[src/ogi_pkg.sv]
`timescale 1ns / 1ps
`default_nettype none

package ogi_pkg;

   localparam int MAX_WIDTH    = 512;
   localparam int MAX_RADIUS   = 8;
   localparam int HEIGHT_LIMIT = 512;
   localparam int SLOT_ROWS    = 2 * MAX_RADIUS + 2;
   localparam int WIN_SPAN     = 2 * MAX_RADIUS + 1;

   localparam int COL_W   = $clog2(MAX_WIDTH);
   localparam int SLOT_W  = $clog2(SLOT_ROWS);
   localparam int DIM_W   = 10;
   localparam int ROW_W   = 10;
   localparam int RAD_W   = 4;
   localparam int OUT_W   = 9;
   localparam int RAW_W   = 8;

   localparam int CSR_IDX_W  = 2;
   localparam int CSR_DATA_W = 10;

   localparam logic [CSR_IDX_W-1:0] CSR_GRID_WIDTH     = 2'd0;
   localparam logic [CSR_IDX_W-1:0] CSR_GRID_HEIGHT    = 2'd1;
   localparam logic [CSR_IDX_W-1:0] CSR_INFLATE_RADIUS = 2'd2;

   localparam logic [DIM_W-1:0] WIDTH_RESET  = 10'd512;
   localparam logic [DIM_W-1:0] HEIGHT_RESET = 10'd512;
   localparam logic [RAD_W-1:0] RADIUS_RESET = 4'd5;

   localparam logic [1:0] CLS_FREE    = 2'd0;
   localparam logic [1:0] CLS_OBST    = 2'd1;
   localparam logic [1:0] CLS_UNKNOWN = 2'd2;

   localparam logic signed [RAW_W-1:0] RAW_FREE     = 8'sd0;
   localparam logic signed [RAW_W-1:0] RAW_OCCUPIED = 8'sd100;

   localparam int QUEUE_DEPTH = 4;
   localparam int QPTR_W      = $clog2(QUEUE_DEPTH);
   localparam int QCNT_W      = $clog2(QUEUE_DEPTH + 1);

   typedef logic [1:0] cls_type;
   typedef cls_type [SLOT_ROWS-1:0] col_word_type;

   typedef struct packed {
      logic    pad;
      cls_type cls;
   } item_type;

   typedef struct packed {
      cls_type          cell_class;
      logic [OUT_W-1:0] out_row;
      logic [OUT_W-1:0] out_col;
      logic             frame_last;
   } rsp_type;

   typedef struct packed {
      logic                  we;
      logic [CSR_IDX_W-1:0]  index;
      logic [CSR_DATA_W-1:0] wdata;
   } csr_type;

   function automatic cls_type classify(input logic signed [RAW_W-1:0] raw);
      cls_type c;
      if (raw == RAW_FREE) c = CLS_FREE;
      else if (raw == RAW_OCCUPIED) c = CLS_OBST;
      else c = CLS_UNKNOWN;
      return c;
   endfunction

endpackage

`default_nettype wire

[src/ogi_rsp_queue.sv]
`timescale 1ns / 1ps
`default_nettype none

module ogi_rsp_queue import ogi_pkg::*; (
   input  logic    clock,
   input  logic    reset,
   input  logic    push,
   input  rsp_type push_word,
   output logic    full,
   output logic    empty,
   output rsp_type head_word,
   input  logic    pop
);

   rsp_type           q_ff [QUEUE_DEPTH];
   logic [QPTR_W-1:0] head_ff, head_in;
   logic [QPTR_W-1:0] tail_ff, tail_in;
   logic [QCNT_W-1:0] count_ff, count_in;
   logic              push_ok;
   logic              pop_ok;

   assign full      = (count_ff == QCNT_W'(QUEUE_DEPTH));
   assign empty     = (count_ff == '0);
   assign head_word = q_ff[head_ff];
   assign push_ok   = push && !full;
   assign pop_ok    = pop && !empty;

   always_comb begin
      head_in  = head_ff;
      tail_in  = tail_ff;
      count_in = count_ff;
      if (push_ok) begin
         tail_in = (tail_ff == QPTR_W'(QUEUE_DEPTH - 1)) ? '0 : tail_ff + 1'b1;
      end
      if (pop_ok) begin
         head_in = (head_ff == QPTR_W'(QUEUE_DEPTH - 1)) ? '0 : head_ff + 1'b1;
      end
      if (push_ok && !pop_ok) count_in = count_ff + 1'b1;
      else if (!push_ok && pop_ok) count_in = count_ff - 1'b1;
   end

   always_ff @(posedge clock) begin
      if (reset) begin
         head_ff  <= '0;
         tail_ff  <= '0;
         count_ff <= '0;
      end else begin
         head_ff  <= head_in;
         tail_ff  <= tail_in;
         count_ff <= count_in;
      end
   end

   always_ff @(posedge clock) begin
      if (push_ok) begin
         q_ff[tail_ff] <= push_word;
      end
   end

endmodule

`default_nettype wire

[config.mk]
export PLATFORM = sky130hd
export DESIGN_NAME = ogi_rsp_queue
export DESIGN_NICKNAME = d
export VERILOG_FILES = /design/src/ogi_pkg.sv /design/src/ogi_rsp_queue.sv
export SDC_FILE = /design/constraint.sdc
export NUM_CORES = 1
export LEC_CHECK = 0
export ABC_CLOCK_PERIOD_IN_PS = 2800
export BUFFER_PORTS_ARGS = -buffer_cell sky130_fd_sc_hd__buf_2
export CAP_MARGIN = 20
export CORE_MARGIN = 2
export CORE_UTILIZATION = 56
export DETAILED_ROUTE_END_ITERATION = 10
export HOLD_SLACK_MARGIN = 0.1
export MAX_ROUTING_LAYER = met4
export PLACE_DENSITY_LB_ADDON = 0.15
export SLEW_MARGIN = 20
export SYNTH_ARGS = -nofsm -noshare
export SYNTH_HDL_FRONTEND = slang
export SYNTH_SLANG_ARGS = --single-unit
[constraint.sdc]
create_clock -name clock -period 2.8 [get_ports clock]
set_input_delay 0.28 -clock clock [delete_from_list [all_inputs] [get_ports clock]]
set_output_delay 0.28 -clock clock [all_outputs]
set_load 0.005 [all_outputs]
==> out/metrics.cfg <==
[status]
status=complete, no violations

[critical_path]
regToRegSetupSlack_ns=0.44
crit_path_end=count_ff[2]
r2r_start=count_ff[0]
required_ns=3.07
arrival_ns=2.64
crit_path_end_kind=flip-flop
worst_setup_path_start_kind=flip-flop
rr_endpoint=count_ff[2]
crit_path_start=count_ff[0]
rr_worst_depth=9
critical_path_class=flip-flop to flip-flop
crit_path_max_fanout=7

[clocking]
path_clk_slew_ns=0.09
h-tree-depth=3
clock_latency_ns=0.34
hold_buffers=0
clockBufferDepth=2
cts_setup_buffers=0
cts_root_buf=clkbuf_8
clock-sinks=93
cts_tree=done
cts_made_buffers=9
cts_resized=0

[global_route]
grt_max_degree=22
globalRouteOverflowTotal=0
grt_first_pass_wirelength_mm=9.142
antenna_found_initial=0
grt_pass1_vias=1833
track_usage_pct=18.02

[drt]
ant_nets=0
via_count=1657
dr.pass1.iters=4
drt_iter0_markers=76
remaining_drc_errors=0
routedWlPerCell_um=18.93
avgViaCountPerCell=5.675
routed_wirelength_mm=5.527

[layout]
syn2layout_area_growth_pct=14.75
multi_input_comb_area_um2=755.7
nFillCells=421
fin_nets=244
drive_gt1_share_pct=42.86
regArea_um2=2704
stdcell_area_um2=4059
num_antenna_cells=0

[synthesis]
postSynthRegisterBits=93
synth_top_area_share_pct=71.31
netlist_top_cells_count=edfxtp_1, mux4_2, dfxtp_1
synth_flop_cell=edfxtp_1
seq_area_frac_synth_pct=76.41
synth.top_cells.by_area=edfxtp_1, mux4_2, dfxtp_1, ha_1, and3_1
yosys_warnings=0
synth_edf_count=84
syn_area_per_cell_um2=22.25
synthesis.instances=159
synth_nets=191
synth_most_common_cell=edfxtp_1
synth_cell_types=26
yosysTopAreaCell=edfxtp_1
async_flop_share_pct=0
syn_area_um2=3537

[sta]
min_period_ns=2.365
tns_ns=0
fin_worst_skew_ns=0.007630
slew_viol_final=0
timing.slew.headroom_pct=31.99
finalHoldViolCount=0
timing.fmax_mhz=422.8
setup_viol=0
fin_crit_sh_pct=84.46
rsz0062_at_grt=no
tightest_slew_ns=1.020

[worst_hold_path]
whs_path_depth=1
holdCritPathClass=primary input to flip-flop

[power_and_ir_drop]
total_leakage_power_nw=1.417
irDropWorstVdd_mv=0.6618
power.density_nw_per_um2=842.3

[floorplan]
rows=28
coreArea_um2=6026
ioPinCount=48
initial_utilization_pct=58.70
die_h_um=83.48
die_w_um=83.48
die_area_um2=6968

[run]
maxCapViolCount=0

[place]
io_buffer_count=47
dp_hpwl_mm=3.520
gp_congestion=0.7630
post_dp_cell_area_um2=3837

[registers in the layout, indices dropped and copies added, names as in the netlist, named ones only]
register and flops:
count_ff 3, tail_ff 2, head_ff 2, q_ff 84
[metrics by stage]
step	power [W]	util, %	worst slack, ns	hold slack [ns]	std cells
after floorplan	0.002269	-	0.7586	0.3789	159
after global placement	0.002483	63.68	0.6144	0.4687	276
after detailed placement	0.002523	63.68	0.4512	0.4853	276
after CTS	0.003463	67.30	0.4292	0.1328	292
after global routing	0.003598	67.36	0.2738	0.1315	292
final	0.003419	67.36	0.4350	0.1495	292
[placed cells by master, fill, tap and decap left out]
cell type,netlist,layout
a21oi_1,2,2
a21oi_2,1,1
and3_1,4,1
and3_2,0,3
buf_2,0,47
buf_4,2,1
bufinv_16,0,2
bufinv_8,1,1
clkbuf_1,3,2
clkbuf_8,0,10
clkinv_2,0,1
clkinv_8,1,1
clkinvlp_4,0,1
dfxtp_1,9,8
dfxtp_2,0,1
edfxtp_1,84,84
fa_1,1,1
ha_1,6,6
inv_1,3,3
mux2i_1,2,2
mux4_2,21,21
nand2_1,1,1
nand3_1,2,2
nor2_1,3,3
nor2_4,1,1
nor3_1,2,2
o21ai_0,1,1
o21ai_1,1,1
o31ai_2,2,2
or3_1,2,2
or3b_1,1,1
xor2_1,2,2
[worst max-delay path, stage by stage (launching register included)]
cell,delay (ns)
dfxtp_1,0.45
or3b_1,0.38
clkinv_8,0.08
nor2_4,0.11
ha_1,0.19
inv_1,0.07
fa_1,0.38
xor2_1,0.17
or3_1,0.32
a21oi_1,0.14
[layer usage]
layer  vias to the layer above  global-route usage [%]  share of wire, %
li1                        753                       -                 -
met1                       843                   22.49                42
met2                        47                   27.93                51
met3                        14                   4.154               4.2
met4                         0                   9.531               2.6
met5                         -                       -                 0
[power breakdown]
group	total, W	switching [W]	internal [W]
sequential	0.00181	0.000131	0.00168
clock	0.000947	0.000420	0.000527
combinational	0.000657	0.000283	0.000374
total	0.00342	0.000835	0.00258
[kinds of logic after synthesis]
family,Yosys count,share of synthesized area [%]
and+or+nand+nor,16,2.617
adders and majority gates,7,2.688
buffers and inverters,11,2.335
xor gates and xnor gates,2,0.4953
DFF,93,76.41
muxes,23,13.94
AOI/OAI and AO/OA,7,1.521
[cell type report]
cell class	instances	area share, %
Timing Repair Buffer	48	5.980
Inverter	5	1.110
Multi-Input combinational cell	55	18.62
Clock inverter	4	1.788
Clock buffer	12	3.576
Tap cell	75	2.312
Sequential cell	93	66.62
[worst min-delay path by stage]
stage / start / end / slack [ns]
floorplan: push_word[0] / q_ff[0][0] / 0.38
global placement: head_ff[0] / flip-flop / 0.47
detailed placement: head_ff[0] / flip-flop / 0.49
CTS: push_word[17] / q_ff[3][17] / 0.13
global route: push_word[0] / q_ff[3][0] / 0.13
finish: push_word[17] / q_ff[3][17] / 0.15
No activity file was read; power rests on OpenSTA's default activity.
