===== src/ogi_pkg.sv =====
`timescale 1ns / 1ps
`default_nettype none

package ogi_pkg;

   localparam int MAX_WIDTH    = 512;
   localparam int MAX_RADIUS   = 8;
   localparam int HEIGHT_LIMIT = 512;
   localparam int SLOT_ROWS    = 2 * MAX_RADIUS + 2;
   localparam int WIN_SPAN     = 2 * MAX_RADIUS + 1;

   localparam int COL_W   = $clog2(MAX_WIDTH);
   localparam int SLOT_W  = $clog2(SLOT_ROWS);
   localparam int DIM_W   = 10;
   localparam int ROW_W   = 10;
   localparam int RAD_W   = 4;
   localparam int OUT_W   = 9;
   localparam int RAW_W   = 8;

   localparam int CSR_IDX_W  = 2;
   localparam int CSR_DATA_W = 10;

   localparam logic [CSR_IDX_W-1:0] CSR_GRID_WIDTH     = 2'd0;
   localparam logic [CSR_IDX_W-1:0] CSR_GRID_HEIGHT    = 2'd1;
   localparam logic [CSR_IDX_W-1:0] CSR_INFLATE_RADIUS = 2'd2;

   localparam logic [DIM_W-1:0] WIDTH_RESET  = 10'd512;
   localparam logic [DIM_W-1:0] HEIGHT_RESET = 10'd512;
   localparam logic [RAD_W-1:0] RADIUS_RESET = 4'd5;

   localparam logic [1:0] CLS_FREE    = 2'd0;
   localparam logic [1:0] CLS_OBST    = 2'd1;
   localparam logic [1:0] CLS_UNKNOWN = 2'd2;

   localparam logic signed [RAW_W-1:0] RAW_FREE     = 8'sd0;
   localparam logic signed [RAW_W-1:0] RAW_OCCUPIED = 8'sd100;

   localparam int QUEUE_DEPTH = 4;
   localparam int QPTR_W      = $clog2(QUEUE_DEPTH);
   localparam int QCNT_W      = $clog2(QUEUE_DEPTH + 1);

   typedef logic [1:0] cls_type;
   typedef cls_type [SLOT_ROWS-1:0] col_word_type;

   typedef struct packed {
      logic    pad;
      cls_type cls;
   } item_type;

   typedef struct packed {
      cls_type          cell_class;
      logic [OUT_W-1:0] out_row;
      logic [OUT_W-1:0] out_col;
      logic             frame_last;
   } rsp_type;

   typedef struct packed {
      logic                  we;
      logic [CSR_IDX_W-1:0]  index;
      logic [CSR_DATA_W-1:0] wdata;
   } csr_type;

   function automatic cls_type classify(input logic signed [RAW_W-1:0] raw);
      cls_type c;
      if (raw == RAW_FREE) c = CLS_FREE;
      else if (raw == RAW_OCCUPIED) c = CLS_OBST;
      else c = CLS_UNKNOWN;
      return c;
   endfunction

endpackage

`default_nettype wire


===== src/ogi_front.sv =====
`timescale 1ns / 1ps
`default_nettype none

module ogi_front import ogi_pkg::*; (
   input  logic                    clock,
   input  logic                    reset,
   input  logic                    req_push,
   output logic                    req_full,
   input  logic                    req_mode,
   input  logic signed [RAW_W-1:0] req_cell_value,
   output logic                    item_valid,
   output item_type                item,
   input  logic                    item_pop
);

   item_type          q_ff [QUEUE_DEPTH];
   logic [QPTR_W-1:0] head_ff, head_in;
   logic [QPTR_W-1:0] tail_ff, tail_in;
   logic [QCNT_W-1:0] count_ff, count_in;
   logic              push_ok;
   logic              pop_ok;

   assign req_full   = (count_ff == QCNT_W'(QUEUE_DEPTH));
   assign item_valid = (count_ff != '0);
   assign item       = q_ff[head_ff];
   assign push_ok    = req_push && !req_full;
   assign pop_ok     = item_pop && item_valid;

   always_comb begin
      head_in  = head_ff;
      tail_in  = tail_ff;
      count_in = count_ff;
      if (push_ok) begin
         tail_in = (tail_ff == QPTR_W'(QUEUE_DEPTH - 1)) ? '0 : tail_ff + 1'b1;
      end
      if (pop_ok) begin
         head_in = (head_ff == QPTR_W'(QUEUE_DEPTH - 1)) ? '0 : head_ff + 1'b1;
      end
      if (push_ok && !pop_ok) count_in = count_ff + 1'b1;
      else if (!push_ok && pop_ok) count_in = count_ff - 1'b1;
   end

   always_ff @(posedge clock) begin
      if (reset) begin
         head_ff  <= '0;
         tail_ff  <= '0;
         count_ff <= '0;
      end else begin
         head_ff  <= head_in;
         tail_ff  <= tail_in;
         count_ff <= count_in;
      end
   end

   always_ff @(posedge clock) begin
      if (push_ok) begin
         q_ff[tail_ff] <= '{pad: req_mode, cls: classify(req_cell_value)};
      end
   end

endmodule

`default_nettype wire


===== config.mk =====
export PLATFORM = sky130hd
export DESIGN_NAME = ogi_front
export DESIGN_NICKNAME = d
export VERILOG_FILES = /design/src/ogi_pkg.sv /design/src/ogi_front.sv
export SDC_FILE = /design/constraint.sdc
export NUM_CORES = 1
export LEC_CHECK = 0
export ABC_AREA = 0
export ABC_CLOCK_PERIOD_IN_PS = 2000
export BUFFER_PORTS_ARGS = -buffer_cell sky130_fd_sc_hd__buf_2
export CAP_MARGIN = 15
export CORE_ASPECT_RATIO = 0.7
export CORE_MARGIN = 3
export CORE_UTILIZATION = 47
export CTS_CLUSTER_DIAMETER = 120
export DETAILED_ROUTE_END_ITERATION = 10
export GPL_ROUTABILITY_DRIVEN = 0
export GPL_TIMING_DRIVEN = 0
export PLACE_DENSITY = 0.79
export SYNTH_ARGS = -nofsm -noshare
export SYNTH_HDL_FRONTEND = slang
export SYNTH_SLANG_ARGS = --single-unit

===== constraint.sdc =====
create_clock -name clock -period 2 [get_ports clock]
set_input_delay 0.1 -clock clock [delete_from_list [all_inputs] [get_ports clock]]
set_output_delay 0.1 -clock clock [all_outputs]
set_load 0.01 [all_outputs]

==> run summary <==
Crit Path Category: reg2reg
Final Hold Viols: 0
CP startpoint: count_ff[2]
Hpwl dp: 1.17 mm
Share of cells above drive strength 1: 39.6%
Peak Freq: 512 MHz
Top cells by area, synth: edfxtp_1, dfxtp_1, ha_1, mux4_2, mux2i_1
Crit path buf inv count: 2
WL per Instance: 13.8 um
Net Sw Frac: 31.1%
Placed inst area: 1060 sq um
Maximum vdd drop: 763 uV
M1 GR Usage: 17.4%
Pwr/cell area: 1060 nW/um^2
Worst path top cell family by delay: simple AND/OR/NAND/NOR gates
Clock network fraction of total power: 15.6%
Synth cell count leaders: edfxtp_1, dfxtp_1, ha_1
Clock-pin transition on the worst setup and hold timing paths: 100 ps
WHS Endpoint: q_ff[1][2]
Slowest-stage cell, CP: dfxtp_4
Worst-path cell chain: nor3b_4, nor2b_1, buf_6, ha_4, inv_2, fa_2, xor2_1, or3_1, a21oi_1
Worst slew pin tran: 476 ps
Vias per std cell: 5.15
Combinational power share: 33.2%
Switching pwr: 379 uW
Met2 GRT Util: 18.3%
Crit path time final: 1950 ps
ANT cells: 0
Count leader, synth: edfxtp_1
Async SR Flop Fraction: 0%
Level count of the clock H-tree: 1
Syn_area_per_cell: 14.0 sq um
Design Area, Final: 1140 sq um
Final WL: 1.55 mm
# rows: 12
CP Data Required Time: 2230 ps
Max-slew violations: 0
Slew headroom: 68.0%
Clk_skew: 1.99 ps
Clk root buf: clkbuf_4
Final WS setup: 46.4 ps
Largest net degree at the start of global routing: 13
DRC: 0
First-pass GRT wire length: 2.38 mm
Internal power: 838 uW
Initial antenna violation count: 0
Synth Register Bits: 21
CTS tree: done
# nets final: 112
Cell taking the most area after synthesis: edfxtp_1
Reg2Reg Setup Slack: 50 ps
Worst setup EP type: flop
Core box area: 1740 sq um
Worst hold start: req_mode
Routed Antenna Nets: 0
Ports: 18
DRT Pass-1 Iters: 3
Syn Nets: 88
Status: completed
Tightest Hold Check Type: in2reg
Die Y: 43.6 um
Starting density of the core: 54.6%
Critical path depth: 9
Fill cell total of the finished layout: 128
Most used flip-flop cell after synthesis: edfxtp_1
R2R Path End: count_ff[2]
Clock latency on the worst-skew pair: 300 ps
Seq/Total Area, Yosys: 56.8%
Post-synth EDFFs: 12
Yosys warning total: 0
Hold_buf cts: 0
Initial drt markers: 14
Seq. cell area: 547 sq um
Leak pwr: 0.449 nW
Met3 GRT Util: 7.14%
Clock Sinks: 21
Vias in the first global route: 505
Post-Syn Area: 951 sq um
Max Fanout on Critical Path: 5
Grt total ovfl: 0
TritonCTS buffer count: 3
Top cell type's share of synthesized area: 37.9%
Crit path arrival time: 2180 ps
Gate Count Post-Synth: 68
Launch point of the worst reg-to-reg path: count_ff[2]
CP max stage delay: 380 ps
Pre-CTS setup slack: -144 ps
Port-buffer cells: 16
Number of vias in the routed layout: 577
R2r worst-path depth: 9
Overall Global Routing Usage: 13.1%
Hold depth: 1
Count of cell types in the netlist: 25
CTS Buffer Depth: 2
Sequential fraction of design power: 51.2%
Die ar.: 2610 sq um
RSZ-0062 raised after global routing: true
Gr busiest metal: met2
Die Wd: 59.8 um
Final setup viols: 0
Fin crit share: 97.7%
Synth-to-Final Area Change: 20.3%
Kind of start point of the critical path: flop
Maxcap violations: 0
Multi-input logic area: 414 sq um
[layout by cell type, fill, tap and decap left out, types with 2 or more instances in the layout]
cell	netlist	final
nor2_1	4	4
ha_1	6	5
mux2i_1	3	3
buf_2	0	16
inv_1	3	2
clkbuf_4	0	3
mux4_2	3	3
a21oi_1	2	2
nand2b_1	2	2
buf_4	0	3
and2_1	4	4
or3_1	4	4
dfxtp_1	9	6
edfxtp_1	12	12
nor3_1	2	2
dfxtp_2	0	2
xor2_1	2	2
[flip-flops by register name, indices dropped and copies added (netlist names), named ones only]
register	count
q_ff	12
head_ff	2
tail_ff	2
count_ff	3
[worst max-delay path by stage]
stage,to
2_1_floorplan,count_ff[2]
3_3_place_gp,count_ff[2]
3_5_place_dp,count_ff[2]
4_1_cts,count_ff[2]
5_1_grt,count_ff[2]
6_report,count_ff[2]
[final cells by class]
cell class | count | share of cell area, %
Multi-Input combinational cell | 42 | 36.2
Clock inverter | 1 | 0.438
Clock buffer | 3 | 1.97
Inverter | 3 | 0.985
Timing Repair Buffer | 19 | 8.97
Sequential cell | 21 | 47.8
Tap cell | 21 | 2.30
Buffer | 2 | 1.31
[through the flow]
stage	power (mW)	setup TNS [ps]	cells	util [%]	hold slack (ps)
after floorplan	0.861	0	68	-	199
after global placement	0.947	-84.8	105	60.8	323
after detailed placement	0.962	-144	105	60.8	330
after CTS	1.20	0	110	64.4	12.0
after global routing	1.31	-27.0	112	65.7	0.799
final	1.22	0	112	65.7	21.4
[power groups by stage]
stage	Sequential [mW]	Combinational [mW]	Clock [mW]
after global routing	0.636	0.446	0.223
after CTS	0.617	0.380	0.200
after detailed placement	0.614	0.348	0
after global placement	0.610	0.337	0
final	0.623	0.404	0.190
after floorplan	0.595	0.266	0
[cell families after synthesis]
family,count (synthesis),synth area share [%]
adder cells (fa/ha/maj),7,10.0
flip-flops,21,56.8
XOR/XNOR,2,1.84
AO/OA/AOI/OAI,5,3.82
AND/OR/NAND/NOR,21,12.9
buffers and inverters,5,2.76
multiplexers,7,11.8
[layer usage]
| layer | wire length (um) | up-vias |
|---|---|---|
| met3 | 64 | 2 |
| met2 | 699 | 9 |
| met5 | 0 | - |
| met4 | 8 | 0 |
| li1 | - | 291 |
| met1 | 774 | 275 |
[repair_timing]
action	CTS	global route
setup endpoints to repair	1	1
buffers inserted	1	2
gates resized for setup	7	2
pin swaps	2	1
Note: power is estimated with default switching activity, not from simulation.
